<file path="src/sv/tgr_pkg.sv">
// Shared types, codes and font table for the text glyph rasterizer.
`timescale 1ns / 1ps

package tgr_pkg;

    localparam int GLYPH_DEPTH = 136;

    localparam logic [7:0] CODE_NEWLINE = 8'd10;
    localparam logic [7:0] CODE_RETURN  = 8'd13;
    localparam logic [7:0] CODE_DAMAGED = 8'd124;

    // Register indexes (byte address / 4)
    localparam logic [1:0] REG_SCALE     = 2'd0;
    localparam logic [1:0] REG_COLUMNS   = 2'd1;
    localparam logic [1:0] REG_FG_COLOUR = 2'd2;
    localparam logic [1:0] REG_BG_COLOUR = 2'd3;

    localparam logic [3:0]  RESET_SCALE     = 4'd1;
    localparam logic [7:0]  RESET_COLUMNS   = 8'd78;
    localparam logic [31:0] RESET_FG_COLOUR = 32'h0000_00FF;
    localparam logic [31:0] RESET_BG_COLOUR = 32'hFFFF_FF00;

    typedef struct packed {
        logic [3:0]  scale;
        logic [7:0]  columns;
        logic [31:0] fg_colour;
        logic [31:0] bg_colour;
    } tgr_cfg_t;

    // One glyph command handed from front to back
    typedef struct packed {
        logic [63:0] glyph;
        logic [15:0] ox;
        logic [15:0] oy;
    } tgr_cmd_t;

    function automatic logic [3:0] tgr_eff_scale(input logic [3:0] scale);
        logic [3:0] s;
        s = (scale == 4'd0) ? 4'd1 : scale;
        return s;
    endfunction

    // Font glyphs; the damaged entry is substituted by the caller
    function automatic logic [63:0] tgr_font_glyph(input logic [7:0] code);
        logic [63:0] g;
        case (code)
            8'd33:   g = 64'h183C3C1818001800;
            8'd34:   g = 64'h3636000000000000;
            8'd35:   g = 64'h36367F367F363600;
            8'd36:   g = 64'h0C3E031E301F0C00;
            8'd37:   g = 64'h006333180C666300;
            8'd38:   g = 64'h1C361C6E3B336E00;
            8'd39:   g = 64'h0606030000000000;
            8'd40:   g = 64'h180C0606060C1800;
            8'd41:   g = 64'h060C1818180C0600;
            8'd42:   g = 64'h00663CFF3C660000;
            8'd43:   g = 64'h000C0C3F0C0C0000;
            8'd44:   g = 64'h00000000000C0C06;
            8'd45:   g = 64'h0000003F00000000;
            8'd46:   g = 64'h00000000000C0C00;
            8'd47:   g = 64'h6030180C06030100;
            8'd48:   g = 64'h3E63737B6F673E00;
            8'd49:   g = 64'h0C0E0C0C0C0C3F00;
            8'd50:   g = 64'h1E33301C06333F00;
            8'd51:   g = 64'h1E33301C30331E00;
            8'd52:   g = 64'h383C36337F307800;
            8'd53:   g = 64'h3F031F3030331E00;
            8'd54:   g = 64'h1C06031F33331E00;
            8'd55:   g = 64'h3F3330180C0C0C00;
            8'd56:   g = 64'h1E33331E33331E00;
            8'd57:   g = 64'h1E33333E30180E00;
            8'd58:   g = 64'h000C0C00000C0C00;
            8'd59:   g = 64'h000C0C00000C0C06;
            8'd60:   g = 64'h180C0603060C1800;
            8'd61:   g = 64'h00003F00003F0000;
            8'd62:   g = 64'h060C1830180C0600;
            8'd63:   g = 64'h1E3330180C000C00;
            8'd64:   g = 64'h3E637B7B7B031E00;
            8'd65:   g = 64'h0C1E33333F333300;
            8'd66:   g = 64'h3F66663E66663F00;
            8'd67:   g = 64'h3C66030303663C00;
            8'd68:   g = 64'h1F36666666361F00;
            8'd69:   g = 64'h7F46161E16467F00;
            8'd70:   g = 64'h7F46161E16060F00;
            8'd71:   g = 64'h3C66030373667C00;
            8'd72:   g = 64'h3333333F33333300;
            8'd73:   g = 64'h1E0C0C0C0C0C1E00;
            8'd74:   g = 64'h7830303033331E00;
            8'd75:   g = 64'h6766361E36666700;
            8'd76:   g = 64'h0F06060646667F00;
            8'd77:   g = 64'h63777F7F6B636300;
            8'd78:   g = 64'h63676F7B73636300;
            8'd79:   g = 64'h1C36636363361C00;
            8'd80:   g = 64'h3F66663E06060F00;
            8'd81:   g = 64'h1E3333333B1E3800;
            8'd82:   g = 64'h3F66663E36666700;
            8'd83:   g = 64'h1E33070E38331E00;
            8'd84:   g = 64'h3F2D0C0C0C0C1E00;
            8'd85:   g = 64'h3333333333333F00;
            8'd86:   g = 64'h33333333331E0C00;
            8'd87:   g = 64'h6363636B7F776300;
            8'd88:   g = 64'h6363361C1C366300;
            8'd89:   g = 64'h3333331E0C0C1E00;
            8'd90:   g = 64'h7F6331184C667F00;
            8'd91:   g = 64'h1E06060606061E00;
            8'd92:   g = 64'h03060C1830604000;
            8'd93:   g = 64'h1E18181818181E00;
            8'd94:   g = 64'h081C366300000000;
            8'd95:   g = 64'h00000000000000FF;
            8'd96:   g = 64'h0C0C180000000000;
            8'd97:   g = 64'h00001E303E336E00;
            8'd98:   g = 64'h0706063E66663B00;
            8'd99:   g = 64'h00001E3303331E00;
            8'd100:  g = 64'h3830303E33336E00;
            8'd101:  g = 64'h00001E333F031E00;
            8'd102:  g = 64'h1C36060F06060F00;
            8'd103:  g = 64'h00006E33333E301F;
            8'd104:  g = 64'h0706366E66666700;
            8'd105:  g = 64'h0C000E0C0C0C1E00;
            8'd106:  g = 64'h300030303033331E;
            8'd107:  g = 64'h070666361E366700;
            8'd108:  g = 64'h0E0C0C0C0C0C1E00;
            8'd109:  g = 64'h0000337F7F6B6300;
            8'd110:  g = 64'h00001F3333333300;
            8'd111:  g = 64'h00001E3333331E00;
            8'd112:  g = 64'h00003B66663E060F;
            8'd113:  g = 64'h00006E33333E3078;
            8'd114:  g = 64'h00003B6E66060F00;
            8'd115:  g = 64'h00003E031E301F00;
            8'd116:  g = 64'h080C3E0C0C2C1800;
            8'd117:  g = 64'h0000333333336E00;
            8'd118:  g = 64'h00003333331E0C00;
            8'd119:  g = 64'h0000636B7F7F3600;
            8'd120:  g = 64'h000063361C366300;
            8'd121:  g = 64'h00003333333E301F;
            8'd122:  g = 64'h00003F190C263F00;
            8'd123:  g = 64'h380C0C070C0C3800;
            8'd125:  g = 64'h070C0C380C0C0700;
            8'd126:  g = 64'h6E3B000000000000;
            8'd128:  g = 64'h80C0E070371E1C08;
            8'd129:  g = 64'h00001C3E3E3E1C00;
            8'd130:  g = 64'h040C1C3C3C1C0C04;
            8'd131:  g = 64'h0000FF4224180000;
            8'd132:  g = 64'h7E7E7E7E7E7E3C18;
            8'd133:  g = 64'h0709FF81818181FF;
            8'd134:  g = 64'h784C46424242427E;
            8'd135:  g = 64'h183C7E1818181818;
            default: g = 64'h0;
        endcase
        return g;
    endfunction

endpackage

</file>
<file path="src/sv/tgr_back.sv">
// Back end: walks 64 glyph bits, emitting one square per cycle while popped.
`timescale 1ns / 1ps

module tgr_back (
    input  logic              clk,
    input  logic              rst_n,
    input  tgr_pkg::tgr_cfg_t cfg,
    input  logic              q_valid,
    input  tgr_pkg::tgr_cmd_t q_data,
    output logic              q_pop,
    output logic              empty,
    input  logic              pop,
    output logic [15:0]       pixel_x,
    output logic [15:0]       pixel_y,
    output logic [31:0]       colour,
    output logic              last
);
    import tgr_pkg::*;

    logic        active_reg;
    logic [5:0]  bit_idx_reg;
    logic [63:0] glyph_reg;
    logic [15:0] ox_reg;
    logic [15:0] oy_reg;
    logic        out_valid_reg;
    logic [15:0] pixel_x_reg, pixel_x_next;
    logic [15:0] pixel_y_reg, pixel_y_next;
    logic [31:0] colour_reg, colour_next;
    logic        last_reg, last_next;

    logic        advance;
    logic        load;
    logic        final_bit;
    logic [3:0]  s;
    logic [2:0]  col;
    logic [2:0]  row;
    logic [6:0]  x_off;
    logic [7:0]  y_off;

    assign s   = tgr_eff_scale(cfg.scale);
    assign col = bit_idx_reg[2:0];
    assign row = bit_idx_reg[5:3];

    // output slot frees up when empty or taken this cycle
    assign advance   = active_reg && (!out_valid_reg || pop);
    assign final_bit = (bit_idx_reg == 6'd63);
    assign load      = q_valid && (!active_reg || (advance && final_bit));
    assign q_pop     = load;

    assign x_off = {4'd0, col} * {3'd0, s};
    assign y_off = (8'd8 - {5'd0, row}) * {4'd0, s};

    assign pixel_x_next = ox_reg + {9'd0, x_off};
    assign pixel_y_next = oy_reg + {8'd0, y_off};
    assign colour_next  = glyph_reg[bit_idx_reg] ? cfg.fg_colour : cfg.bg_colour;
    assign last_next    = final_bit;

    always_ff @(posedge clk or negedge rst_n)
    begin
        if (!rst_n)
        begin
            active_reg    <= 1'b0;
            bit_idx_reg   <= 6'd0;
            out_valid_reg <= 1'b0;
        end
        else
        begin
            if (advance)
            begin
                out_valid_reg <= 1'b1;
            end
            else if (pop)
            begin
                out_valid_reg <= 1'b0;
            end

            if (load)
            begin
                active_reg  <= 1'b1;
                bit_idx_reg <= 6'd0;
            end
            else
            begin
                if (advance && final_bit)
                begin
                    active_reg <= 1'b0;
                end
                if (advance)
                begin
                    bit_idx_reg <= bit_idx_reg + 6'd1;
                end
            end
        end
    end

    always_ff @(posedge clk)
    begin
        if (load)
        begin
            glyph_reg <= q_data.glyph;
            ox_reg    <= q_data.ox;
            oy_reg    <= q_data.oy;
        end
        if (advance)
        begin
            pixel_x_reg <= pixel_x_next;
            pixel_y_reg <= pixel_y_next;
            colour_reg  <= colour_next;
            last_reg    <= last_next;
        end
    end

    assign empty   = !out_valid_reg;
    assign pixel_x = pixel_x_reg;
    assign pixel_y = pixel_y_reg;
    assign colour  = colour_reg;
    assign last    = last_reg;

endmodule

</file>
<file path="config.mk">
export PLATFORM = sky130hd
export DESIGN_NAME = tgr_back
export DESIGN_NICKNAME = d
export VERILOG_FILES = /design/src/sv/tgr_pkg.sv /design/src/sv/tgr_back.sv
export SDC_FILE = /design/constraint.sdc
export NUM_CORES = 1
export LEC_CHECK = 0
export BUFFER_PORTS_ARGS = -buffer_cell sky130_fd_sc_hd__buf_4
export CAP_MARGIN = 20
export CORE_MARGIN = 1.5
export CORE_UTILIZATION = 47
export CTS_CLUSTER_SIZE = 30
export DETAILED_ROUTE_END_ITERATION = 7
export GPL_ROUTABILITY_DRIVEN = 0
export PLACE_DENSITY = 0.82
export REMOVE_ABC_BUFFERS = 1
export SYNTH_ARGS = -nofsm -noshare
export SYNTH_HDL_FRONTEND = slang
export SYNTH_SLANG_ARGS = --single-unit
</file>
<file path="constraint.sdc">
create_clock -name clk -period 7.2 [get_ports clk]
set_input_delay 1.44 -clock clk [delete_from_list [all_inputs] [get_ports clk]]
set_output_delay 1.44 -clock clk [all_outputs]
set_load 0.02 [all_outputs]
</file>
# After elaboration in Yosys (flattened, before gate mapping)
# Cells that the tools add are included.
# W data, S select, Z words.
dict set report op_classes {
  n_addsub 4
  mul 2
  n_div 0
  n_lt_le_gt_ge 1
  eq_ne 1
  n_shift 0
  n_mux 10
  bitwise_logic 0
  n_reduce_logical 11
}
# operator count
set ops {}
lappend ops {{$mux W32} 1}
lappend ops {{$add A16 B7 Y16} 1}
lappend ops {{$add A16 B8 Y16} 1}
lappend ops {{$mux W6} 2}
lappend ops {{$mul A5 B5 Y8} 1}
lappend ops {{$lt A6 B7 Y1 const B} 1}
lappend ops {{$mul A3 B4 Y7} 1}
lappend ops {{$add A6 B1 Y6 const B} 1}
lappend ops {{$bmux W1 S6} 1}
lappend ops {{$eq A6 B6 Y1 const B} 1}
lappend ops {{$reduce_bool A2 Y1} 3}
lappend ops {{$mux W1} 5}
lappend ops {{$sub A4 B3 Y5 const A} 1}
lappend ops {{$logic_not A4 Y1} 1}
lappend ops {{$mux W4} 1}
lappend ops {{$logic_and A1 B1 Y1} 3}
lappend ops {{$logic_not A1 Y1} 2}
lappend ops {{$logic_or A1 B1 Y1} 2}
dict set report totals {
  reg_bits 169
  latch_bits 0
  ramBits 0
  rom_bits 0
  inputBits 176
  output_inout_bits 67
  word_cells 39
  memories 0
}

# Longest topological paths before layout
dict set report logic_depth {
  word_depth 7
  ltp_mapped 18
  mapped_depth_nobuf 18
}

# Worst setup path after synthesis
# No wires, ideal clock.
dict set report synth_path {
  kind {in2out}
  from {input pop}
  to {output q_pop}
  t_arrival_ns 4.702
  required_ns 5.760
  slack_ns 1.058
  cell_stages 4
  n_path_buf 1
  path_cell_list {nand2b_1 > a21bo_2 > and2_1 > clkbuf_1}
}
dict set report synth_via {
  elab_chain_len 5
}
# element line
set synth_rtl {}
lappend synth_rtl {{from (decl)} tgr_back.sv:12} ;# input logic pop,
lappend synth_rtl {{$logic_or A1 B1 Y1} tgr_back.sv:45} ;# assign advance = active_reg && (!out_valid_reg || pop);
lappend synth_rtl {{$logic_and A1 B1 Y1} tgr_back.sv:45}
lappend synth_rtl {{$logic_and A1 B1 Y1} tgr_back.sv:47} ;# assign load = q_valid && (!active_reg || (advance && final_bit));
lappend synth_rtl {{$logic_or A1 B1 Y1} tgr_back.sv:47}
lappend synth_rtl {{$logic_and A1 B1 Y1} tgr_back.sv:47}
lappend synth_rtl {{to (decl)} tgr_back.sv:10} ;# output logic q_pop,
# No other way between the ends.

# Worst setup path after layout
dict set report layout_path {
  from {input cfg[74] in the netlist's numbering}
  to {register pixel_y_reg[10] (netlist: pixel_y[10]) (data pin)}
}
dict set report layout_via {
  elab_chain_len 4
}
# element line
set layout_rtl {}
lappend layout_rtl {{from (decl)} tgr_back.sv:7} ;# input tgr_pkg::tgr_cfg_t cfg,
lappend layout_rtl {{$logic_not A4 Y1} tgr_pkg.sv:39} ;# s = (scale == 4'd0) ? 4'd1 : scale;
lappend layout_rtl {{$mux W4 (*)} tgr_pkg.sv:39}
lappend layout_rtl {{$mul A5 B5 Y8 (*)} tgr_back.sv:51} ;# assign y_off = (8'd8 - {5'd0, row}) * {4'd0, s};
lappend layout_rtl {{$add A16 B8 Y16 (*)} tgr_back.sv:54} ;# assign pixel_y_next = oy_reg + {8'd0, y_off};
lappend layout_rtl {{net pixel_y_next[10]} tgr_back.sv:27} ;# logic [15:0] pixel_y_reg, pixel_y_next;
lappend layout_rtl {{to (signal assigned)} tgr_back.sv:107} ;# pixel_y_reg <= pixel_y_next;
lappend layout_rtl {{to (decl)} tgr_back.sv:27}
# The timed path passes the listed nets; every way through them passes the cells marked *.
# A chain may end at the register's enable or synchronous reset.

==> out/results.md <==
- **relative slew slack** 0.394
- **number of cells on the worst reg-to-reg path** 17
- **post-synthesis instance total** 489
- **number of antenna violations at the first check in global routing** 0
- **count of filler cells inserted in the layout** 1243
- **largest area contributor in the netlist** edfxtp_1
- **RSZ-0062 raised after global routing** no
- **worst hold path stage count** 1
- **type of the tightest min-delay check** register to register
- **row cnt** 47
- **boundary pin count** 243
- **worst-case vdd ir drop** 290 µV
- **CP bufs+invs** 1
- **register cell area after layout** 0.00503 mm²
- **clock-pin slew of the registers on the worst-case setup and hold paths** 60 ps
- **TritonCTS clock tree** done
- **total setup violations reported at the end of the flow** 0
- **Post-Layout Inst Area** 0.0106 mm²
- **n_diodes** 0
- **max-cap viol count** 0
- **CORE AREA** 0.0166 mm²
- **setup slack of the worst register-to-register path** 2270 ps
- **mean number of vias per cell** 4.99
- **Post-route DRC** 0
- **width of the die** 133 µm
- **first-pass GRT wire length** 25700 µm
- **total power draw** 4530 µW
- **number of violations reported at the end of detailed-routing iteration 0** 216
- **number of clock sinks seen by CTS** 169
- **first element of the critical path** cfg[74]
- **setup TNS** 0 ps
- **Worst Hold End** out_valid_reg
- **max FFs per register** 64
- **post-CTS setup buffers** 0
- **wire per inst** 16.7 µm
- **router iterations before antenna repair** 4
- **arrival time of the worst setup path** 5160 ps
- **power density normalized to cell area** 428 mW/mm²
- **DP Wirelength** 12000 µm
- **synth top area cells** edfxtp_1 61%, ha_1 5.8%, mux2_4 5.7%
- **result of the run** completed
- **Buffers on Ports** 234
- **pin count of the biggest net entering global routing** 75
- **Crit path required time** 7370 ps
- **Post-Syn Area per Cell** 16.3 µm²
- **R2R Path End** pixel_y[10]
- **clk buf depth** 2
- **Synth Warn #** 0
- **shortest period the worst path allows** 4990 ps
- **global-route total usage across every layer** 0.188
- **number of buffers inserted for hold repair after clock tree synthesis** 0
- **Antenna Violating Nets Remaining** 0
- **Yosys top cell area share** 0.608
- **Area Growth Syn to Fin** 32.9%
- **area used by multi-input combinational logic** 0.00272 mm²
- **# placed instances** 933
- **kind of cell adding the most delay to the critical path** adder cells
- **share of synthesized registers carrying an async set or reset** 0.0473
- **Die Area** 0.0177 mm²
- **DIE HEIGHT** 133 µm
- **number of distinct library cells after synthesis** 42
- **Crit-path slowest cell** fa_1
- **final cell count without fillers** 965
- **Crit Reg-Reg Startpoint** bit_idx_reg[4]
- **upper clock frequency limit** 0.200 GHz
- **most used cell along the critical path** ha_1
- **Synth Register Bits** 169
- **number of flops mapped to enable cells by yosys** 161
- **clock latency on the worst-skew pair** 420 ps
- **number of global-route vias before repair** 5199
- **category of the critical setup timing path** primary input to register
- **CTS H-tree depth** 4
- **leakage power figure** 0.00448 µW
- **via count** 4819
- **list of cells traversed by the critical path** buf_4 > and2_1 > ha_1 > ha_1 > fa_1 > ha_1 > a21o_1 > a21oi_1 > o21bai_1 > a21oi_1 > xnor2_1 > ha_1 > nand3_1 > o21ai_0 > nand3_1 > xnor2_1
- **initial standard-cell utilization of the core** 0.479
- **cell area after technology mapping** 0.00795 mm²
- **category of the worst setup path capture point** register
- **hold path startpoint** active_reg
- **cells resized by post-CTS repair** 0
- **post-detailed-routing wire length** 16100 µm
- **total number of nets in the final design** 957
- **number of buffers created by CTS** 17
- **Primary FF master, synth** edfxtp_1
- **worst slew pin tran** 910 ps
- **GR Overflow Total** 0
- **share of post-route cells with drive strength above 1** 0.423
- **critical path fanouts, max** 8
- **buffer type at the clock tree root** clkbuf_16
- **Final Hold Vio Count** 0
- **total placed instance area** 0.00991 mm²
- **largest clock skew in the final design** 11.4 ps
- **sequential cell area fraction in the yosys report** 0.633
- **Critical Path Source Type** primary input
- **number of pins with negative max-slew slack in the final report** 0
- **share of the cycle needed by the critical path after routing** 0.693
- **CP peak stage delay** 500 ps
[power by group]
group / leakage (µW) / switching (µW) / internal (µW)
combinational: 0.00257 / 1060 / 1040
clock: 0.000320 / 384 / 624
sequential: 0.00159 / 80.9 / 1330
[metrics by stage]
step	setup WS (ps)	hold WS, ps	util
finish	2210	500	0.637
global route	1860	536	0.637
CTS	2180	502	0.637
detailed placement	1750	492	0.598
global placement	1880	458	0.598
floorplan	1610	439	-
[worst max-delay path by stage]
stage / endpoint / slack [ps] / depth (start not counted)
after floorplan: q_pop / 1610 / 3
after global placement: pixel_y[14] / 1880 / 16
after detailed placement: pixel_y[10] / 1750 / 16
after CTS: pixel_y[10] / 2180 / 16
after global routing: pixel_y[10] / 1860 / 17
final: pixel_y[10] / 2210 / 16
[placed cells by master, fill, tap and decap left out, types with 13 or more instances in the layout]
| master | netlist | layout |
|---|---|---|
| buf_4 | 1 | 238 |
| edfxtp_1 | 161 | 161 |
| ha_1 | 37 | 37 |
| mux2_4 | 30 | 30 |
| nand2_1 | 29 | 29 |
| inv_1 | 23 | 23 |
| xnor2_1 | 19 | 19 |
| clkbuf_16 | 0 | 17 |
| and2_1 | 17 | 15 |
| a21oi_1 | 15 | 15 |
| nor2_1 | 14 | 14 |
| xor2_1 | 13 | 13 |
[cell families (layout without fill, tap and decap cells)]
group / count (synthesis) / after routing / synth area share
buf+inv: 38 / 294 / 0.0249
simple gates: 91 / 91 / 0.0574
compound gates: 53 / 53 / 0.0452
xor+xnor: 32 / 32 / 0.0352
flops: 169 / 169 / 0.633
mux: 57 / 57 / 0.116
fa+ha+maj: 49 / 49 / 0.0884
[area by class of cell]
cell class | instances | area share
flip-flops and latches | 169 | 0.476
multi-input cells | 282 | 0.258
repair buffers | 238 | 0.169
well taps | 220 | 0.0260
clock inverters | 15 | 0.0220
inverters | 24 | 0.00852
clock buffers | 17 | 0.0403
[metal layers]
layer | vias to the layer above | routed length [µm] | global-route usage
li1 | 2315 | - | -
met1 | 2303 | 6470 | 0.223
met2 | 174 | 8420 | 0.330
met3 | 27 | 902 | 0.0479
met4 | 0 | 317 | 0.0708
met5 | - | 0 | 0
[synthesized netlist by cell type (5+ instances only)]
master / n
mux2i_1: 9
xor2_1: 13
nand3_1: 5
edfxtp_1: 161
fa_1: 12
o21ai_0: 12
nor2_1: 14
nand2b_1: 7
and3_1: 6
nand2_1: 29
a21o_1: 10
xnor2_1: 19
mux4_2: 9
dfrtp_1: 8
nor2b_1: 6
mux2_4: 30
and2_1: 17
inv_1: 23
mux4_1: 5
ha_1: 37
a21oi_1: 15
(Power assumes the default switching activity.)
