File: config.mk
export PLATFORM = sky130hd
export DESIGN_NAME = tgr_queue
export DESIGN_NICKNAME = d
export VERILOG_FILES = /design/src/sv/tgr_pkg.sv /design/src/sv/tgr_queue.sv
export SDC_FILE = /design/constraint.sdc
export NUM_CORES = 1
export LEC_CHECK = 0
export ABC_AREA = 1
export BUFFER_PORTS_ARGS = -buffer_cell sky130_fd_sc_hd__buf_2
export CORE_MARGIN = 8
export CORE_UTILIZATION = 30
export DETAILED_ROUTE_END_ITERATION = 6
export PLACE_DENSITY_LB_ADDON = 0.25
export SLEW_MARGIN = 20
export SYNTH_ARGS = -nofsm -noshare
export SYNTH_HDL_FRONTEND = slang
export SYNTH_SLANG_ARGS = --single-unit
File: constraint.sdc
create_clock -name clk -period 6.3 [get_ports clk]
set_input_delay 0.315 -clock clk [delete_from_list [all_inputs] [get_ports clk]]
set_output_delay 0.315 -clock clk [all_outputs]
set_load 0.01 [all_outputs]
File: src/sv/tgr_pkg.sv
// Shared types, codes and font table for the text glyph rasterizer.
`timescale 1ns / 1ps

package tgr_pkg;

    localparam int GLYPH_DEPTH = 136;

    localparam logic [7:0] CODE_NEWLINE = 8'd10;
    localparam logic [7:0] CODE_RETURN  = 8'd13;
    localparam logic [7:0] CODE_DAMAGED = 8'd124;

    // Register indexes (byte address / 4)
    localparam logic [1:0] REG_SCALE     = 2'd0;
    localparam logic [1:0] REG_COLUMNS   = 2'd1;
    localparam logic [1:0] REG_FG_COLOUR = 2'd2;
    localparam logic [1:0] REG_BG_COLOUR = 2'd3;

    localparam logic [3:0]  RESET_SCALE     = 4'd1;
    localparam logic [7:0]  RESET_COLUMNS   = 8'd78;
    localparam logic [31:0] RESET_FG_COLOUR = 32'h0000_00FF;
    localparam logic [31:0] RESET_BG_COLOUR = 32'hFFFF_FF00;

    typedef struct packed {
        logic [3:0]  scale;
        logic [7:0]  columns;
        logic [31:0] fg_colour;
        logic [31:0] bg_colour;
    } tgr_cfg_t;

    // One glyph command handed from front to back
    typedef struct packed {
        logic [63:0] glyph;
        logic [15:0] ox;
        logic [15:0] oy;
    } tgr_cmd_t;

    function automatic logic [3:0] tgr_eff_scale(input logic [3:0] scale);
        logic [3:0] s;
        s = (scale == 4'd0) ? 4'd1 : scale;
        return s;
    endfunction

    // Font glyphs; the damaged entry is substituted by the caller
    function automatic logic [63:0] tgr_font_glyph(input logic [7:0] code);
        logic [63:0] g;
        case (code)
            8'd33:   g = 64'h183C3C1818001800;
            8'd34:   g = 64'h3636000000000000;
            8'd35:   g = 64'h36367F367F363600;
            8'd36:   g = 64'h0C3E031E301F0C00;
            8'd37:   g = 64'h006333180C666300;
            8'd38:   g = 64'h1C361C6E3B336E00;
            8'd39:   g = 64'h0606030000000000;
            8'd40:   g = 64'h180C0606060C1800;
            8'd41:   g = 64'h060C1818180C0600;
            8'd42:   g = 64'h00663CFF3C660000;
            8'd43:   g = 64'h000C0C3F0C0C0000;
            8'd44:   g = 64'h00000000000C0C06;
            8'd45:   g = 64'h0000003F00000000;
            8'd46:   g = 64'h00000000000C0C00;
            8'd47:   g = 64'h6030180C06030100;
            8'd48:   g = 64'h3E63737B6F673E00;
            8'd49:   g = 64'h0C0E0C0C0C0C3F00;
            8'd50:   g = 64'h1E33301C06333F00;
            8'd51:   g = 64'h1E33301C30331E00;
            8'd52:   g = 64'h383C36337F307800;
            8'd53:   g = 64'h3F031F3030331E00;
            8'd54:   g = 64'h1C06031F33331E00;
            8'd55:   g = 64'h3F3330180C0C0C00;
            8'd56:   g = 64'h1E33331E33331E00;
            8'd57:   g = 64'h1E33333E30180E00;
            8'd58:   g = 64'h000C0C00000C0C00;
            8'd59:   g = 64'h000C0C00000C0C06;
            8'd60:   g = 64'h180C0603060C1800;
            8'd61:   g = 64'h00003F00003F0000;
            8'd62:   g = 64'h060C1830180C0600;
            8'd63:   g = 64'h1E3330180C000C00;
            8'd64:   g = 64'h3E637B7B7B031E00;
            8'd65:   g = 64'h0C1E33333F333300;
            8'd66:   g = 64'h3F66663E66663F00;
            8'd67:   g = 64'h3C66030303663C00;
            8'd68:   g = 64'h1F36666666361F00;
            8'd69:   g = 64'h7F46161E16467F00;
            8'd70:   g = 64'h7F46161E16060F00;
            8'd71:   g = 64'h3C66030373667C00;
            8'd72:   g = 64'h3333333F33333300;
            8'd73:   g = 64'h1E0C0C0C0C0C1E00;
            8'd74:   g = 64'h7830303033331E00;
            8'd75:   g = 64'h6766361E36666700;
            8'd76:   g = 64'h0F06060646667F00;
            8'd77:   g = 64'h63777F7F6B636300;
            8'd78:   g = 64'h63676F7B73636300;
            8'd79:   g = 64'h1C36636363361C00;
            8'd80:   g = 64'h3F66663E06060F00;
            8'd81:   g = 64'h1E3333333B1E3800;
            8'd82:   g = 64'h3F66663E36666700;
            8'd83:   g = 64'h1E33070E38331E00;
            8'd84:   g = 64'h3F2D0C0C0C0C1E00;
            8'd85:   g = 64'h3333333333333F00;
            8'd86:   g = 64'h33333333331E0C00;
            8'd87:   g = 64'h6363636B7F776300;
            8'd88:   g = 64'h6363361C1C366300;
            8'd89:   g = 64'h3333331E0C0C1E00;
            8'd90:   g = 64'h7F6331184C667F00;
            8'd91:   g = 64'h1E06060606061E00;
            8'd92:   g = 64'h03060C1830604000;
            8'd93:   g = 64'h1E18181818181E00;
            8'd94:   g = 64'h081C366300000000;
            8'd95:   g = 64'h00000000000000FF;
            8'd96:   g = 64'h0C0C180000000000;
            8'd97:   g = 64'h00001E303E336E00;
            8'd98:   g = 64'h0706063E66663B00;
            8'd99:   g = 64'h00001E3303331E00;
            8'd100:  g = 64'h3830303E33336E00;
            8'd101:  g = 64'h00001E333F031E00;
            8'd102:  g = 64'h1C36060F06060F00;
            8'd103:  g = 64'h00006E33333E301F;
            8'd104:  g = 64'h0706366E66666700;
            8'd105:  g = 64'h0C000E0C0C0C1E00;
            8'd106:  g = 64'h300030303033331E;
            8'd107:  g = 64'h070666361E366700;
            8'd108:  g = 64'h0E0C0C0C0C0C1E00;
            8'd109:  g = 64'h0000337F7F6B6300;
            8'd110:  g = 64'h00001F3333333300;
            8'd111:  g = 64'h00001E3333331E00;
            8'd112:  g = 64'h00003B66663E060F;
            8'd113:  g = 64'h00006E33333E3078;
            8'd114:  g = 64'h00003B6E66060F00;
            8'd115:  g = 64'h00003E031E301F00;
            8'd116:  g = 64'h080C3E0C0C2C1800;
            8'd117:  g = 64'h0000333333336E00;
            8'd118:  g = 64'h00003333331E0C00;
            8'd119:  g = 64'h0000636B7F7F3600;
            8'd120:  g = 64'h000063361C366300;
            8'd121:  g = 64'h00003333333E301F;
            8'd122:  g = 64'h00003F190C263F00;
            8'd123:  g = 64'h380C0C070C0C3800;
            8'd125:  g = 64'h070C0C380C0C0700;
            8'd126:  g = 64'h6E3B000000000000;
            8'd128:  g = 64'h80C0E070371E1C08;
            8'd129:  g = 64'h00001C3E3E3E1C00;
            8'd130:  g = 64'h040C1C3C3C1C0C04;
            8'd131:  g = 64'h0000FF4224180000;
            8'd132:  g = 64'h7E7E7E7E7E7E3C18;
            8'd133:  g = 64'h0709FF81818181FF;
            8'd134:  g = 64'h784C46424242427E;
            8'd135:  g = 64'h183C7E1818181818;
            default: g = 64'h0;
        endcase
        return g;
    endfunction

endpackage

File: src/sv/tgr_queue.sv
// Short command queue between front end and back end.
`timescale 1ns / 1ps

module tgr_queue #(
    parameter int DEPTH = 2
) (
    input  logic              clk,
    input  logic              rst_n,
    input  logic              wr_en,
    input  tgr_pkg::tgr_cmd_t wr_data,
    output logic              q_full,
    input  logic              rd_en,
    output tgr_pkg::tgr_cmd_t rd_data,
    output logic              q_valid
);
    import tgr_pkg::*;

    localparam int PTR_W = (DEPTH > 1) ? $clog2(DEPTH) : 1;
    localparam int CNT_W = $clog2(DEPTH + 1);

    tgr_cmd_t           entries_reg [DEPTH];
    logic [PTR_W-1:0]   wr_ptr_reg, wr_ptr_next;
    logic [PTR_W-1:0]   rd_ptr_reg, rd_ptr_next;
    logic [CNT_W-1:0]   count_reg, count_next;
    logic               do_wr;
    logic               do_rd;

    assign q_full  = (count_reg == CNT_W'(DEPTH));
    assign q_valid = (count_reg != '0);
    assign rd_data = entries_reg[rd_ptr_reg];

    assign do_wr = wr_en && !q_full;
    assign do_rd = rd_en && q_valid;

    always_comb
    begin
        wr_ptr_next = wr_ptr_reg;
        rd_ptr_next = rd_ptr_reg;
        count_next  = count_reg;
        if (do_wr)
        begin
            wr_ptr_next = (wr_ptr_reg == PTR_W'(DEPTH - 1)) ? '0 : wr_ptr_reg + PTR_W'(1);
        end
        if (do_rd)
        begin
            rd_ptr_next = (rd_ptr_reg == PTR_W'(DEPTH - 1)) ? '0 : rd_ptr_reg + PTR_W'(1);
        end
        if (do_wr && !do_rd)
        begin
            count_next = count_reg + CNT_W'(1);
        end
        else if (do_rd && !do_wr)
        begin
            count_next = count_reg - CNT_W'(1);
        end
    end

    always_ff @(posedge clk or negedge rst_n)
    begin
        if (!rst_n)
        begin
            wr_ptr_reg <= '0;
            rd_ptr_reg <= '0;
            count_reg  <= '0;
        end
        else
        begin
            wr_ptr_reg <= wr_ptr_next;
            rd_ptr_reg <= rd_ptr_next;
            count_reg  <= count_next;
        end
    end

    always_ff @(posedge clk)
    begin
        if (do_wr)
        begin
            entries_reg[wr_ptr_reg] <= wr_data;
        end
    end

endmodule

* After elaboration in Yosys (flattened, before gate mapping) *
Memories as Yosys holds them, arrays and structs flattened.
Index checks and enable logic that the tools add are counted.

storage, ports and cells
  flip-flop bits (word level) = 4
  bits in latches = 0
  RAM bits = 192
  bits in read-only memories = 0
  output and inout bits = 98
  word-level logic and storage cells = 24
  memories kept = 1

memory list
  name         depth  width  rd ports  clocked after Yosys merged registers in  wr ports  RTL line         RTL
  entries_reg  2      96     1         0                                        1         tgr_queue.sv:21  tgr_cmd_t entries_reg [DEPTH];

operators by class
  $add $sub $neg = 4
  multiply operators = 0
  div/mod/pow operators = 0
  order comparisons = 0
  equality and inequality tests = 1
  shift-type cells = 0
  multiplexer cells = 6
  bitwise logic cells = 0
  reductions and logical operators = 9

operator list
  operator                                                             number
  1-bit logical AND                                                    4
  1-bit two-way mux                                                    4
  2-bit two-way mux                                                    2
  2-bit nonzero test                                                   2
  1-bit zero test                                                      3
  1-bit adder (second input constant)                                  2
  2-bit by 1-bit adder with 2-bit output (second input constant)       1
  2-bit == test (second input constant)                                1
  2-bit by 1-bit subtractor with 2-bit output (second input constant)  1

* Depth between registers and ports, before layout *
Gate-level depths: netlist of run 1.

  depth in word-level cells = 7
  depth in mapped cells = 9
  depth with buffers taken out = 9

* Worst setup path after synthesis of run 1 *
OpenSTA, ideal clock, no wires.

  kind = register -> register
  start point = reg count_reg[1]
  end point = mem entries_reg[1][0] in the netlist's numbering, enable pin
  data arrival time = 4555 ps
  required time = 5749 ps
  slack = 1194 ps
  stages on the path, launching flop included = 4
  path buffers = 0
  period minus slack after synthesis = 5106 ps
  cell sequence = dfrtp_1 > inv_1 > o21ai_0 > nor2_1

between the ends
  cells in the longest elaborated chain, start to end = 5

ends and longest elaborated chain
  what                                     RTL line         RTL
  start, declared                          tgr_queue.sv:24  logic [CNT_W-1:0] count_reg, count_next;
  start signal, assigned                   tgr_queue.sv:70  count_reg <= count_next;
  2-bit == test                            tgr_queue.sv:28  assign q_full = (count_reg == CNT_W'(DEPTH));
  1-bit zero test                          tgr_queue.sv:32  assign do_wr = wr_en && !q_full;
  1-bit logical AND                        tgr_queue.sv:32
  1-bit two-way mux                        tgr_queue.sv:76  if (do_wr)
  1-bit two-way mux (implied by the code)  tgr_queue.sv:78  entries_reg[wr_ptr_reg] <= wr_data;
  end, declared                            tgr_queue.sv:21

No other way between the ends.

==> summary.txt, run 1 <==
Global routing
  – GR Overflow Total: 0
  – Antenna violations before repair: 1
  – Global Route Usage Sum: 11.5%
  – Global-route wire length before repair: 25500 µm
  – Via count of the first global-routing pass: 4620
  – Largest net degree at the start of global routing: 60

Synthesis
  – Synth cell types: 14
  – Post-synth net total: 634
  – Cell types with the highest counts after synthesis: 299 x sky130_fd_sc_hd__nand2_1, 192 x sky130_fd_sc_hd__edfxtp_1, 12 x sky130_fd_sc_hd__buf_2
  – Mean post-synth cell area: 13.5 µm²
  – Syn Std Cell Area: 7220 µm²
  – Top cells by area, synth: sky130_fd_sc_hd__edfxtp_1 80%, sky130_fd_sc_hd__nand2_1 16%, sky130_fd_sc_hd__dfrtp_1 1.4%
  – Top cell type's share of synthesized area: 79.9%
  – Fraction of registers with async set/reset: 2.04%
  – EDFF count, synth: 192
  – Cell type with the highest aggregate area in the netlist: sky130_fd_sc_hd__edfxtp_1
  – Total of warnings raised by yosys: 0
  – Count of state elements after synthesis: 196
  – Post-synthesis cell count: 533
  – Cell with the most instances after synthesis: sky130_fd_sc_hd__nand2_1
  – Main synth FF type: sky130_fd_sc_hd__edfxtp_1
  – Fraction of the yosys area taken by sequential cells: 81.3%

Timing
  – Final setup violation count: 0
  – Slew Limit Fails: 0
  – Measured slew at the worst slew-check pin: 0.851 ns
  – Worst slew margin relative to its limit: 43.2%
  – Setup skew after layout: 0.0101 ns
  – Setup_tns: 0 ns
  – Post-route fraction of the period consumed by the critical path: 46.5%
  – Unrepaired setup endpoints after global routing: false
  – Final hold viol count: 0
  – Post-layout worst setup margin: 3.37 ns
  – Time the worst path needs with I/O delays and setup: 2.93 ns
  – Hold_ws: 0.0745 ns
  – Maximum clock rate: 341 MHz

Detailed routing
  – Wirelength per Cell: 16.0 µm
  – Mean number of vias per cell: 4.14
  – Drt initial violations: 242
  – Final ANT Viol Nets: 0
  – Total routed wirelength: 17000 µm
  – Via total after detailed routing: 4414
  – Pre-antenna DRT Iters: 5
  – Remaining routing DRC violations: 0

Placed design
  – Routability Congestion: 0.718
  – # placed instances: 1033
  – Worst Setup Slack post-DPL: 3.75 ns
  – Port Buffer Count: 197
  – Half-perimeter wire length after placement: 11000 µm

CTS
  – Clock sinks: 196
  – Worst-Skew Late Latency: 0.42 ns
  – Number of buffers inserted during clock tree synthesis: 17
  – CTS H-tree depth: 4
  – Resize count post-CTS: 0
  – Post-CTS setup repair buffer count: 0
  – Clock transition at the register clock pins on the worst setup and hold paths after CTS: 0.07 ns
  – CTS root buf: sky130_fd_sc_hd__clkbuf_16
  – Maximum clock insertion buffer count: 2
  – CTS tree: done

Pwr
  – Total power: 4.27 mW
  – Peak VDD IR: 0.179 mV
  – Leakage power: 3.87 nW
  – Cell Pwr Density: 469 nW/µm²

Die
  – Count of pins on the block boundary: 198
  – Starting density of the core: 30.7%
  – CORE AREA: 23500 µm²
  – Full die area: 29300 µm²
  – Horizontal die dimension: 171 µm
  – DIE HEIGHT: 171 µm
  – Number of rows created at floorplan: 56

Critical path
  – Critical path capture point type: output port
  – Largest fanout of any net on the critical path: 55
  – Worst endpoint data arrival time: 2.62 ns
  – Setup CP Type: flop to output port
  – Required time of the critical path: 5.98 ns
  – Type of element launching the critical path: flop

Cells and area
  – Fraction of layout instances using a drive strength above 1: 31.5%
  – Max FFs per register: 192
  – Layout net count: 835
  – Layout-stage area growth over the synthesis result: 26.1%
  – Number of diodes added for antenna fixing: 0
  – Filler-free cell count of the finished design: 1066

Run
  – Max-Cap Viols: 0

Min path
  – Tightest Hold Check Type: primary input to flop

Run status
  – Run status: finished, final reports clean
[routing by layer]
layer	global-route usage, %	routed length [µm]	vias up
met5	0	8	-
met4	3.33	85	2
met3	3.76	1170	6
met2	18.6	8060	138
met1	14.6	7730	2074
li1	-	-	2194
[layout by cell type, fill, tap and decap left out, drive strengths merged]
master and n:
buf 202, bufinv 2, clkbuf 19, clkinv 3, clkinvlp 3, dfrtp 4
dlygate4sd3 1, edfxtp 192, ha 1, inv 13, nand2 299, nand3 2
nand4 1, nor2 3, o21ai 1, xnor2 1
[worst max-delay path, cell delays in order (launching register included)]
cell	delay (ns)
sky130_fd_sc_hd__dfrtp_4	0.69
sky130_fd_sc_hd__inv_4	0.45
sky130_fd_sc_hd__buf_4	0.60
sky130_fd_sc_hd__nand2_1	0.12
sky130_fd_sc_hd__nand2_1	0.12
sky130_fd_sc_hd__buf_2	0.14
[final timing paths]
kind | from | endpoint | slack (ns) | depth (start not counted)
setup / recovery | rd_ptr_reg | rd_data[74] | 3.37 | 5
hold / removal | wr_data[48] | entries_reg[1][48] | 0.07 | 1
setup reg to reg | count_reg[1] | entries_reg[0][95] | 3.86 | 6
hold reg to reg | count_reg[1] | count_reg[1] | 0.48 | 2
max in group asynchronous | rst_n | rd_ptr_reg | 5.89 | 2
min in group asynchronous | rst_n | count_reg[1] | 0.25 | 2
[per-stage QoR]
stage	instance area, µm²	utilization, %
final	9100	38.7
after global routing	9100	38.7
after CTS	9100	38.7
after detailed placement	8510	36.2
after global placement	8510	36.2
after floorplan	7220	-
[where the power goes]
group,internal [mW],switching [mW],total (mW)
clock network,0.594,0.489,1.08
registers,1.78,0.109,1.89
logic,0.411,0.887,1.30
[repair_timing]
item,in CTS,in global routing
hold buffers,1,0
hold endpoints to repair,4,0
setup endpoints to repair,0,0
[area by class of cell]
type	count	area, µm²
repair buffers	203	1030
flip-flops and latches	196	5870
clock inverters	13	149
clock buffers	19	433
inverters	8	35.0
multi-input cells	308	1180
fillers	2305	14400
well taps	319	399
[logic make-up (layout without fill, tap and decap cells)]
| group | Yosys count | in the layout | share of synthesized area [%] |
|---|---|---|---|
| XOR/XNOR | 1 | 1 | 0.121 |
| AO/OA/AOI/OAI | 1 | 1 | 0.0693 |
| buffers and inverters | 29 | 243 | 2.43 |
| AND/OR/NAND/NOR | 305 | 305 | 15.9 |
| adder cells (fa/ha/maj) | 1 | 1 | 0.173 |
| flip-flops | 196 | 196 | 81.3 |
(Power assumes the default switching activity.)
==> run 2: changes to the inputs <==
--- a/config.mk
+++ b/config.mk
@@ -5,7 +5,7 @@
 export SDC_FILE = /design/constraint.sdc
 export NUM_CORES = 1
 export LEC_CHECK = 0
-export ABC_AREA = 1
+export ABC_AREA = 0
 export BUFFER_PORTS_ARGS = -buffer_cell sky130_fd_sc_hd__buf_2
 export CORE_MARGIN = 8
 export CORE_UTILIZATION = 30
==> constraint.sdc (replaced) <==
create_clock -name clk -period 2.9 [get_ports clk]
set_input_delay 0.145 -clock clk [delete_from_list [all_inputs] [get_ports clk]]
set_output_delay 0.145 -clock clk [all_outputs]
set_load 0.01 [all_outputs]
==> summary.txt, run 2 <==
Synthesis
  – Top cell type's share of synthesized area: 79.6% (was 79.9%)
  – Fraction of the yosys area taken by sequential cells: 81.0% (was 81.3%)
  – Top cells by area, synth: sky130_fd_sc_hd__edfxtp_1 80%, sky130_fd_sc_hd__mux2_2 10%, sky130_fd_sc_hd__mux2_4 6.2% (was sky130_fd_sc_hd__edfxtp_1 80%, sky130_fd_sc_hd__nand2_1 16%, sky130_fd_sc_hd__dfrtp_1 1.4%)
  – XOR/XNOR share of the synthesized area: 0.605% (was 0.121%)
  – Post-synthesis cell count: 318 (was 533)
  – Synth cell types: 15 (was 14)
  – Fraction of the mapped netlist area in adder cells: 0.173% (about the same)
  – Syn Std Cell Area: 7240 µm² (was 7220 µm²)
  – Synthesized-area fraction occupied by ao, oa, aoi and oai cells: 0% (was 0.0693%)
  – Share of synthesized area spent on multiplexers: 16.5% (was 0%)
  – Largest family of logic cells by synthesized area: multiplexers (was simple AND/OR/NAND/NOR gates)
  – Total of warnings raised by yosys: 0 (unchanged)
  – Mean post-synth cell area: 22.8 µm² (was 13.5 µm²)
  – Post-synth net total: 419 (was 634)
  – Cell type with the highest aggregate area in the netlist: sky130_fd_sc_hd__edfxtp_1 (unchanged)
  – Simple-gate area share of the yosys netlist: 0.466% (was 15.9%)
  – Cell with the most instances after synthesis: sky130_fd_sc_hd__edfxtp_1 (was sky130_fd_sc_hd__nand2_1)
  – Cell types with the highest counts after synthesis: 192 x sky130_fd_sc_hd__edfxtp_1, 66 x sky130_fd_sc_hd__mux2_2, 30 x sky130_fd_sc_hd__mux2_4 (was 299 x sky130_fd_sc_hd__nand2_1, 192 x sky130_fd_sc_hd__edfxtp_1, 12 x sky130_fd_sc_hd__buf_2)
  – EDFF count, synth: 192 (unchanged)
  – Main synth FF type: sky130_fd_sc_hd__edfxtp_1 (unchanged)
  – Count of state elements after synthesis: 196 (unchanged)
  – Fraction of registers with async set/reset: 2.04% (unchanged)

Die
  – Count of pins on the block boundary: 198 (unchanged)
  – Number of rows created at floorplan: 57 (was 56)
  – Horizontal die dimension: 171 µm (about the same)
  – DIE HEIGHT: 171 µm (about the same)
  – Full die area: 29400 µm² (was 29300 µm²)
  – Starting density of the core: 30.1% (was 30.7%)
  – CORE AREA: 24000 µm² (was 23500 µm²)

Critical path
  – Worst endpoint data arrival time: 1.90 ns (was 2.62 ns)
  – Type of element launching the critical path: flop (unchanged)
  – Peak per-stage delay on the critical path: 0.47 ns (was 0.69 ns)
  – Critical path capture point type: output port (unchanged)
  – Dominant delay contributor by cell family on the critical path: buffers and inverters (unchanged)
  – Largest fanout of any net on the critical path: 41 (was 55)
  – Required time of the critical path: 2.76 ns (was 5.98 ns)
  – Critical-path cell with the highest stage delay: sky130_fd_sc_hd__buf_4 (was sky130_fd_sc_hd__dfrtp_4)
  – Worst path depth: 3 (was 5)
  – Setup slack, reg-to-reg: 1.17 ns (was 3.86 ns)
  – Crit path buf inv count: 2 (was 3)
  – Worst flop-to-flop path startpoint: count_reg[0] (was count_reg[1])
  – Series of cell instances along the critical path: buf_4, mux2_2, buf_2 (was inv_4, buf_4, nand2_1, nand2_1, buf_2)
  – Worst-case reg-to-reg path depth: 3 (was 6)
  – RR Endpoint: entries_reg[1][28] (was entries_reg[0][95])
  – Setup CP Type: flop to output port (unchanged)

Detailed routing
  – Wirelength per Cell: 16.1 µm (was 16.0 µm)
  – Remaining routing DRC violations: 0 (unchanged)
  – Pre-antenna DRT Iters: 4 (was 5)
  – Via total after detailed routing: 3935 (was 4414)
  – Mean number of vias per cell: 4.08 (was 4.14)
  – Final ANT Viol Nets: 0 (unchanged)
  – Drt initial violations: 114 (was 242)
  – Total routed wirelength: 15600 µm (was 17000 µm)

Pwr
  – Net switching fraction of the power: 30.1% (was 34.8%)
  – Part of the total power dissipated in sequential elements: 43.8% (was 44.2%)
  – Internal power contribution: 6.41 mW (was 2.78 mW)
  – Peak VDD IR: 0.618 mV (was 0.179 mV)
  – Switching power: 2.76 mW (was 1.48 mW)
  – Clock power frac: 23.6% (was 25.4%)
  – Cell Pwr Density: 902 nW/µm² (was 469 nW/µm²)
  – Relative contribution of combinational cells to total power: 32.6% (was 30.4%)
  – Leakage power: 3.87 nW (about the same)

Timing
  – Worst slew margin relative to its limit: 62.9% (was 43.2%)
  – Hold_ws: 0.0324 ns (was 0.0745 ns)
  – Slew Limit Fails: 0 (unchanged)
  – Setup skew after layout: 0.00861 ns (was 0.0101 ns)
  – Final hold viol count: 0 (unchanged)
  – Maximum clock rate: 490 MHz
  – Final setup violation count: 0 (unchanged)
  – Measured slew at the worst slew-check pin: 0.557 ns (was 0.851 ns)
  – Post-route fraction of the period consumed by the critical path: 70.4%
  – Setup_tns: 0 ns (unchanged)
  – Unrepaired setup endpoints after global routing: false (unchanged)
  – Time the worst path needs with I/O delays and setup: 2.04 ns

Min path
  – Number of cells on the worst hold path: 3 (was 1)
  – Beginning of the worst hold path: rd_en (was wr_data[48])
  – Tightest Hold Check Type: primary input to flop (unchanged)
  – Worst hold path endpoint: rd_ptr_reg (was entries_reg[1][48])

CTS
  – Worst-Skew Late Latency: 0.42 ns (about the same)
  – Post-CTS setup repair buffer count: 0 (unchanged)
  – CTS root buf: sky130_fd_sc_hd__clkbuf_16 (unchanged)
  – CTS H-tree depth: 4 (unchanged)
  – Resize count post-CTS: 0 (unchanged)
  – Clock transition at the register clock pins on the worst setup and hold paths after CTS: 0.07 ns (about the same)
  – Number of buffers inserted during clock tree synthesis: 17 (unchanged)
  – Maximum clock insertion buffer count: 2 (unchanged)
  – CTS tree: done (unchanged)
  – Clock sinks: 196 (unchanged)

Cells and area
  – Fraction of layout instances using a drive strength above 1: 51.9% (was 31.5%)
  – Number of diodes added for antenna fixing: 0 (unchanged)
  – Filler-free cell count of the finished design: 964 (was 1066)
  – Max FFs per register: 192 (unchanged)
  – Layout net count: 728 (was 835)
  – Commonest non-fill, non-tap cells in the layout: 197 x sky130_fd_sc_hd__buf_2, 192 x sky130_fd_sc_hd__edfxtp_1, 97 x sky130_fd_sc_hd__dlygate4sd3_1 (was 299 x sky130_fd_sc_hd__nand2_1, 197 x sky130_fd_sc_hd__buf_2, 192 x sky130_fd_sc_hd__edfxtp_1)
  – Layout-stage area growth over the synthesis result: 40.2% (was 26.1%)
  – Commonest non-fill, non-tap cell in the layout: sky130_fd_sc_hd__buf_2 (was sky130_fd_sc_hd__nand2_1)

Placed design
  – # placed instances: 835 (was 1033)
  – Half-perimeter wire length after placement: 10100 µm (was 11000 µm)
  – Port Buffer Count: 197 (unchanged)
  – Routability Congestion: 0.688 (was 0.718)

Global routing
  – Via count of the first global-routing pass: 4637 (was 4620)
  – Global Route Usage Sum: 10.6% (was 11.5%)
  – GR Overflow Total: 0 (unchanged)
  – Largest net degree at the start of global routing: 73 (was 60)
  – Antenna violations before repair: 0 (was 1)
  – Global-route wire length before repair: 23900 µm (was 25500 µm)

Run status
  – Run status: finished, final reports clean (unchanged)

Run
  – Max-Cap Viols: 0 (unchanged)
run 2: cell types whose count changed in the layout (fill, tap and decap cells not counted), moves of 2 or more:
cell / change
sky130_fd_sc_hd__mux2_4: +30
sky130_fd_sc_hd__inv_4: -2
sky130_fd_sc_hd__xor2_1: +2
sky130_fd_sc_hd__nand3_1: -2
sky130_fd_sc_hd__nand2_1: -297
sky130_fd_sc_hd__bufinv_16: -2
sky130_fd_sc_hd__mux2_2: +66
sky130_fd_sc_hd__inv_1: -4
sky130_fd_sc_hd__xnor2_1: +2
sky130_fd_sc_hd__dlygate4sd3_1: +96
sky130_fd_sc_hd__buf_12: +3
run 2: layer usage:
layer  share of wire, %  up-vias  GRT usage [%]  routed length [µm]
met5                  0        -              0                   0
met4               0.66        0           2.99                 102
met3                6.3        7           3.90                 986
met2                 52      114           19.1                8060
met1                 41     1944           11.6                6410
li1                   -     1870              -                   -
run 2: power by group through the flow:
stage / clock network (mW) / logic, mW / registers, mW
2_1_floorplan: 0 / 1.89 / 4.06
3_3_place_gp: 0 / 2.95 / 4.05
3_5_place_dp: 0 / 2.98 / 4.09
4_1_cts: 2.26 / 3.09 / 4.02
5_1_grt: 2.37 / 3.25 / 4.07
6_report: 2.16 / 2.99 / 4.01
run 2: worst register-to-register path: stages, from the launching register on:
cell	delay [ns]
sky130_fd_sc_hd__dfrtp_1	0.41
sky130_fd_sc_hd__nand2b_1	0.17
sky130_fd_sc_hd__and3_4	0.43
sky130_fd_sc_hd__buf_4	0.37
run 2: worst max path at each step:
stage | start | end | slack [ns]
floorplan | count_reg[0] | entries_reg[0][0] | 0.41
global placement | count_reg[0] | entries_reg[1][25] | 1.21
detailed placement | count_reg[0] | entries_reg[1][25] | 1.17
CTS | rd_ptr_reg | rd_data[2] | 0.77
global route | rd_ptr_reg | rd_data[83] | 0.73
finish | rd_ptr_reg | rd_data[2] | 0.86
run 2: cells by family (layout without fill, tap and decap cells):
group,Yosys count,after routing
flops,196,196
mux,96,96
buf+inv,13,335
simple gates,7,7
xor+xnor,5,5
fa+ha+maj,1,1
run 2: repair_timing:
action	4_1_cts	5_1_grt
endpoints found under the hold margin	196	0
setup endpoints to repair	0	0
hold buffers	97	0
run 2: cell type report:
type                            instances  area (µm²)
Inverter                                2        7.51
Fill cell                            2143       13900
Tap cell                              324         405
Clock inverter                         13         100
Timing Repair Buffer                  301        2050
Multi-Input combinational cell        109        1300
Sequential cell                       196        5870
Clock buffer                           19         433
run 2: through the flow:
stage / setup slack (ns) / power, mW / utilization (%) / cell area [µm²]
CTS: 0.774 / 9.37 / 42.3 / 10200
global route: 0.732 / 9.69 / 42.3 / 10200
floorplan: 0.406 / 5.95 / - / 7250
finish: 0.857 / 9.17 / 42.3 / 10200
global placement: 1.21 / 7.00 / 36.0 / 8650
detailed placement: 1.17 / 7.06 / 36.0 / 8650
==> run 3: changes to the inputs <==
==> constraint.sdc (replaced) <==
create_clock -name clk -period 1.7 [get_ports clk]
set_input_delay 0.085 -clock clk [delete_from_list [all_inputs] [get_ports clk]]
set_output_delay 0.085 -clock clk [all_outputs]
set_load 0.01 [all_outputs]
==> summary.txt, run 3 (synthesis gave the netlist of run 2 again) <==
Run status
  – Run status: complete, but fails checks (was finished, final reports clean)
  – Failing checks: setup timing

Die
  – Horizontal die dimension: 171 µm (unchanged)
  – Starting density of the core: 30.1% (unchanged)
  – Count of pins on the block boundary: 198 (unchanged)
  – CORE AREA: 24000 µm² (unchanged)
  – DIE HEIGHT: 171 µm (unchanged)
  – Full die area: 29400 µm² (unchanged)
  – Number of rows created at floorplan: 57 (unchanged)

Global routing
  – Largest net degree at the start of global routing: 43 (was 73)
  – Global Route Usage Sum: 10.7% (was 10.6%)
  – Via count of the first global-routing pass: 4650 (was 4637)
  – Antenna violations before repair: 1 (was 0)
  – Global-route wire length before repair: 24000 µm (was 23900 µm)
  – GR Overflow Total: 0 (unchanged)

Placed design
  – Port Buffer Count: 197 (unchanged)
  – Worst Setup Slack post-DPL: 0.165 ns (was 1.17 ns)
  – Routability Congestion: 0.707 (was 0.688)
  – Half-perimeter wire length after placement: 10500 µm (was 10100 µm)

CTS
  – Maximum clock insertion buffer count: 2 (unchanged)
  – Clock transition at the register clock pins on the worst setup and hold paths after CTS: 0.07 ns (about the same)
  – Worst-Skew Late Latency: 0.42 ns (about the same)
  – CTS tree: done (unchanged)
  – CTS root buf: sky130_fd_sc_hd__clkbuf_16 (unchanged)
  – Number of buffers inserted during clock tree synthesis: 17 (unchanged)
  – CTS H-tree depth: 4 (unchanged)
  – Clock sinks: 196 (unchanged)

Detailed routing
  – Drt initial violations: 127 (was 114)
  – Wirelength per Cell: 16.7 µm (was 16.1 µm)
  – Via total after detailed routing: 4051 (was 3935)
  – Mean number of vias per cell: 4.13 (was 4.08)
  – Total routed wirelength: 16400 µm (was 15600 µm)
  – Final ANT Viol Nets: 0 (unchanged)
  – Remaining routing DRC violations: 0 (unchanged)
  – Pre-antenna DRT Iters: 4 (unchanged)

Timing
  – Slew Limit Fails: 0 (unchanged)
  – Final hold viol count: 0 (unchanged)
  – Measured slew at the worst slew-check pin: 0.262 ns (was 0.557 ns)
  – Setup skew after layout: 0.0108 ns (was 0.00861 ns)
  – Final setup violation count: 90 (was 0)
  – Post-layout worst setup margin: -0.0943 ns (was 0.857 ns)
  – Post-route fraction of the period consumed by the critical path: 106%
  – Maximum clock rate: 557 MHz
  – Unrepaired setup endpoints after global routing: true (was false)
  – Time the worst path needs with I/O delays and setup: 1.79 ns
  – Worst slew margin relative to its limit: 82.6% (was 62.9%)

Cells and area
  – Layout net count: 745 (was 728)
  – Commonest non-fill, non-tap cells in the layout: 192 x sky130_fd_sc_hd__edfxtp_1, 158 x sky130_fd_sc_hd__buf_2, 100 x sky130_fd_sc_hd__dlygate4sd3_1 (was 197 x sky130_fd_sc_hd__buf_2, 192 x sky130_fd_sc_hd__edfxtp_1, 97 x sky130_fd_sc_hd__dlygate4sd3_1)
  – Fraction of layout instances using a drive strength above 1: 53.2% (was 51.9%)
  – Max FFs per register: 192 (unchanged)
  – Commonest non-fill, non-tap cell in the layout: sky130_fd_sc_hd__edfxtp_1 (was sky130_fd_sc_hd__buf_2)
  – Layout-stage area growth over the synthesis result: 49.0% (was 40.2%)

Pwr
  – Leakage power: 4.13 nW (was 3.87 nW)
  – Total power: 17.2 mW (was 9.17 mW)
  – Cell Pwr Density: 1590 nW/µm² (was 902 nW/µm²)
  – Peak VDD IR: 0.640 mV (was 0.618 mV)

Min path
  – Number of cells on the worst hold path: 2 (was 3)
  – Beginning of the worst hold path: wr_data[9] (was rd_en)
  – Tightest Hold Check Type: primary input to flop (unchanged)

Critical path
  – Setup CP Type: flop to output port (unchanged)
  – Worst flop-to-flop path startpoint: count_reg[0] (unchanged)
  – Type of element launching the critical path: flop (unchanged)
  – Critical path capture point type: output port (unchanged)
  – Worst endpoint data arrival time: 1.71 ns (was 1.90 ns)
  – Worst setup path startpoint: rd_ptr_reg (unchanged)
  – Largest fanout of any net on the critical path: 11 (was 41)
  – Worst-case reg-to-reg path depth: 6 (was 3)
  – Required time of the critical path: 1.62 ns (was 2.76 ns)

Run
  – Max-Cap Viols: 0 (unchanged)
[run 3: what timing repair did]
item / CTS / global route
hold buffers: 100 / 0
endpoints found under the setup margin: 94 / 94
cloned: 1 / 6
setup buffers: 3 / 1
hold endpoints to repair: 198 / 0
gates resized for setup: 20 / 25
[run 3: cell type report]
cell class,instances,area (µm²)
Fill cell,2129,13200
Sequential cell,196,5870
Timing Repair Buffer,318,2640
Multi-Input combinational cell,109,1320
Clock buffer,18,429
Tap cell,324,405
Clock inverter,13,125
Inverter,2,7.51
Antenna cell,1,2.50
[run 3: routing by layer]
metal	global-route usage, %	routed length, µm
met4	2.84	132
met5	0	0
met2	19.7	8650
met1	11.3	6500
met3	3.99	1070
[run 3: critical path, stage by stage, from the launching register on]
cell	delay [ns]
sky130_fd_sc_hd__dfrtp_4	0.51
sky130_fd_sc_hd__buf_12	0.16
sky130_fd_sc_hd__clkbuf_16	0.18
sky130_fd_sc_hd__mux2_4	0.29
sky130_fd_sc_hd__buf_2	0.14
[run 3: path summary, 6_finish.rpt]
path / endpoint / slack (ns)
max: rd_data[50] / -0.09
min: entries_reg[0][9] / 0.38
max reg2reg: count_reg[1] / 0.17
min reg2reg: count_reg[0] / 0.56
max in group asynchronous: rd_ptr_reg / 0.93
min in group asynchronous: count_reg[0] / 0.57
[run 3: stage by stage]
step	cell area (µm²)	setup TNS (ns)	cells	hold WS, ns	util [%]
CTS	10500	-9.37	973	0.350	43.8
global placement	8780	0	838	-0.106	36.5
global route	10800	-10.44	981	0.367	44.9
detailed placement	8780	0	838	-0.0952	36.5
finish	10800	-4.48	981	0.382	44.9
floorplan	7270	-119.98	318	-0.211	-
[run 3: power breakdown]
group / internal (mW) / leakage [nW] / total [mW] / switching [mW]
clock network: 2.04 / 0.257 / 3.79 / 1.76
logic: 3.58 / 2.04 / 6.54 / 2.96
registers: 6.60 / 1.83 / 6.86 / 0.270
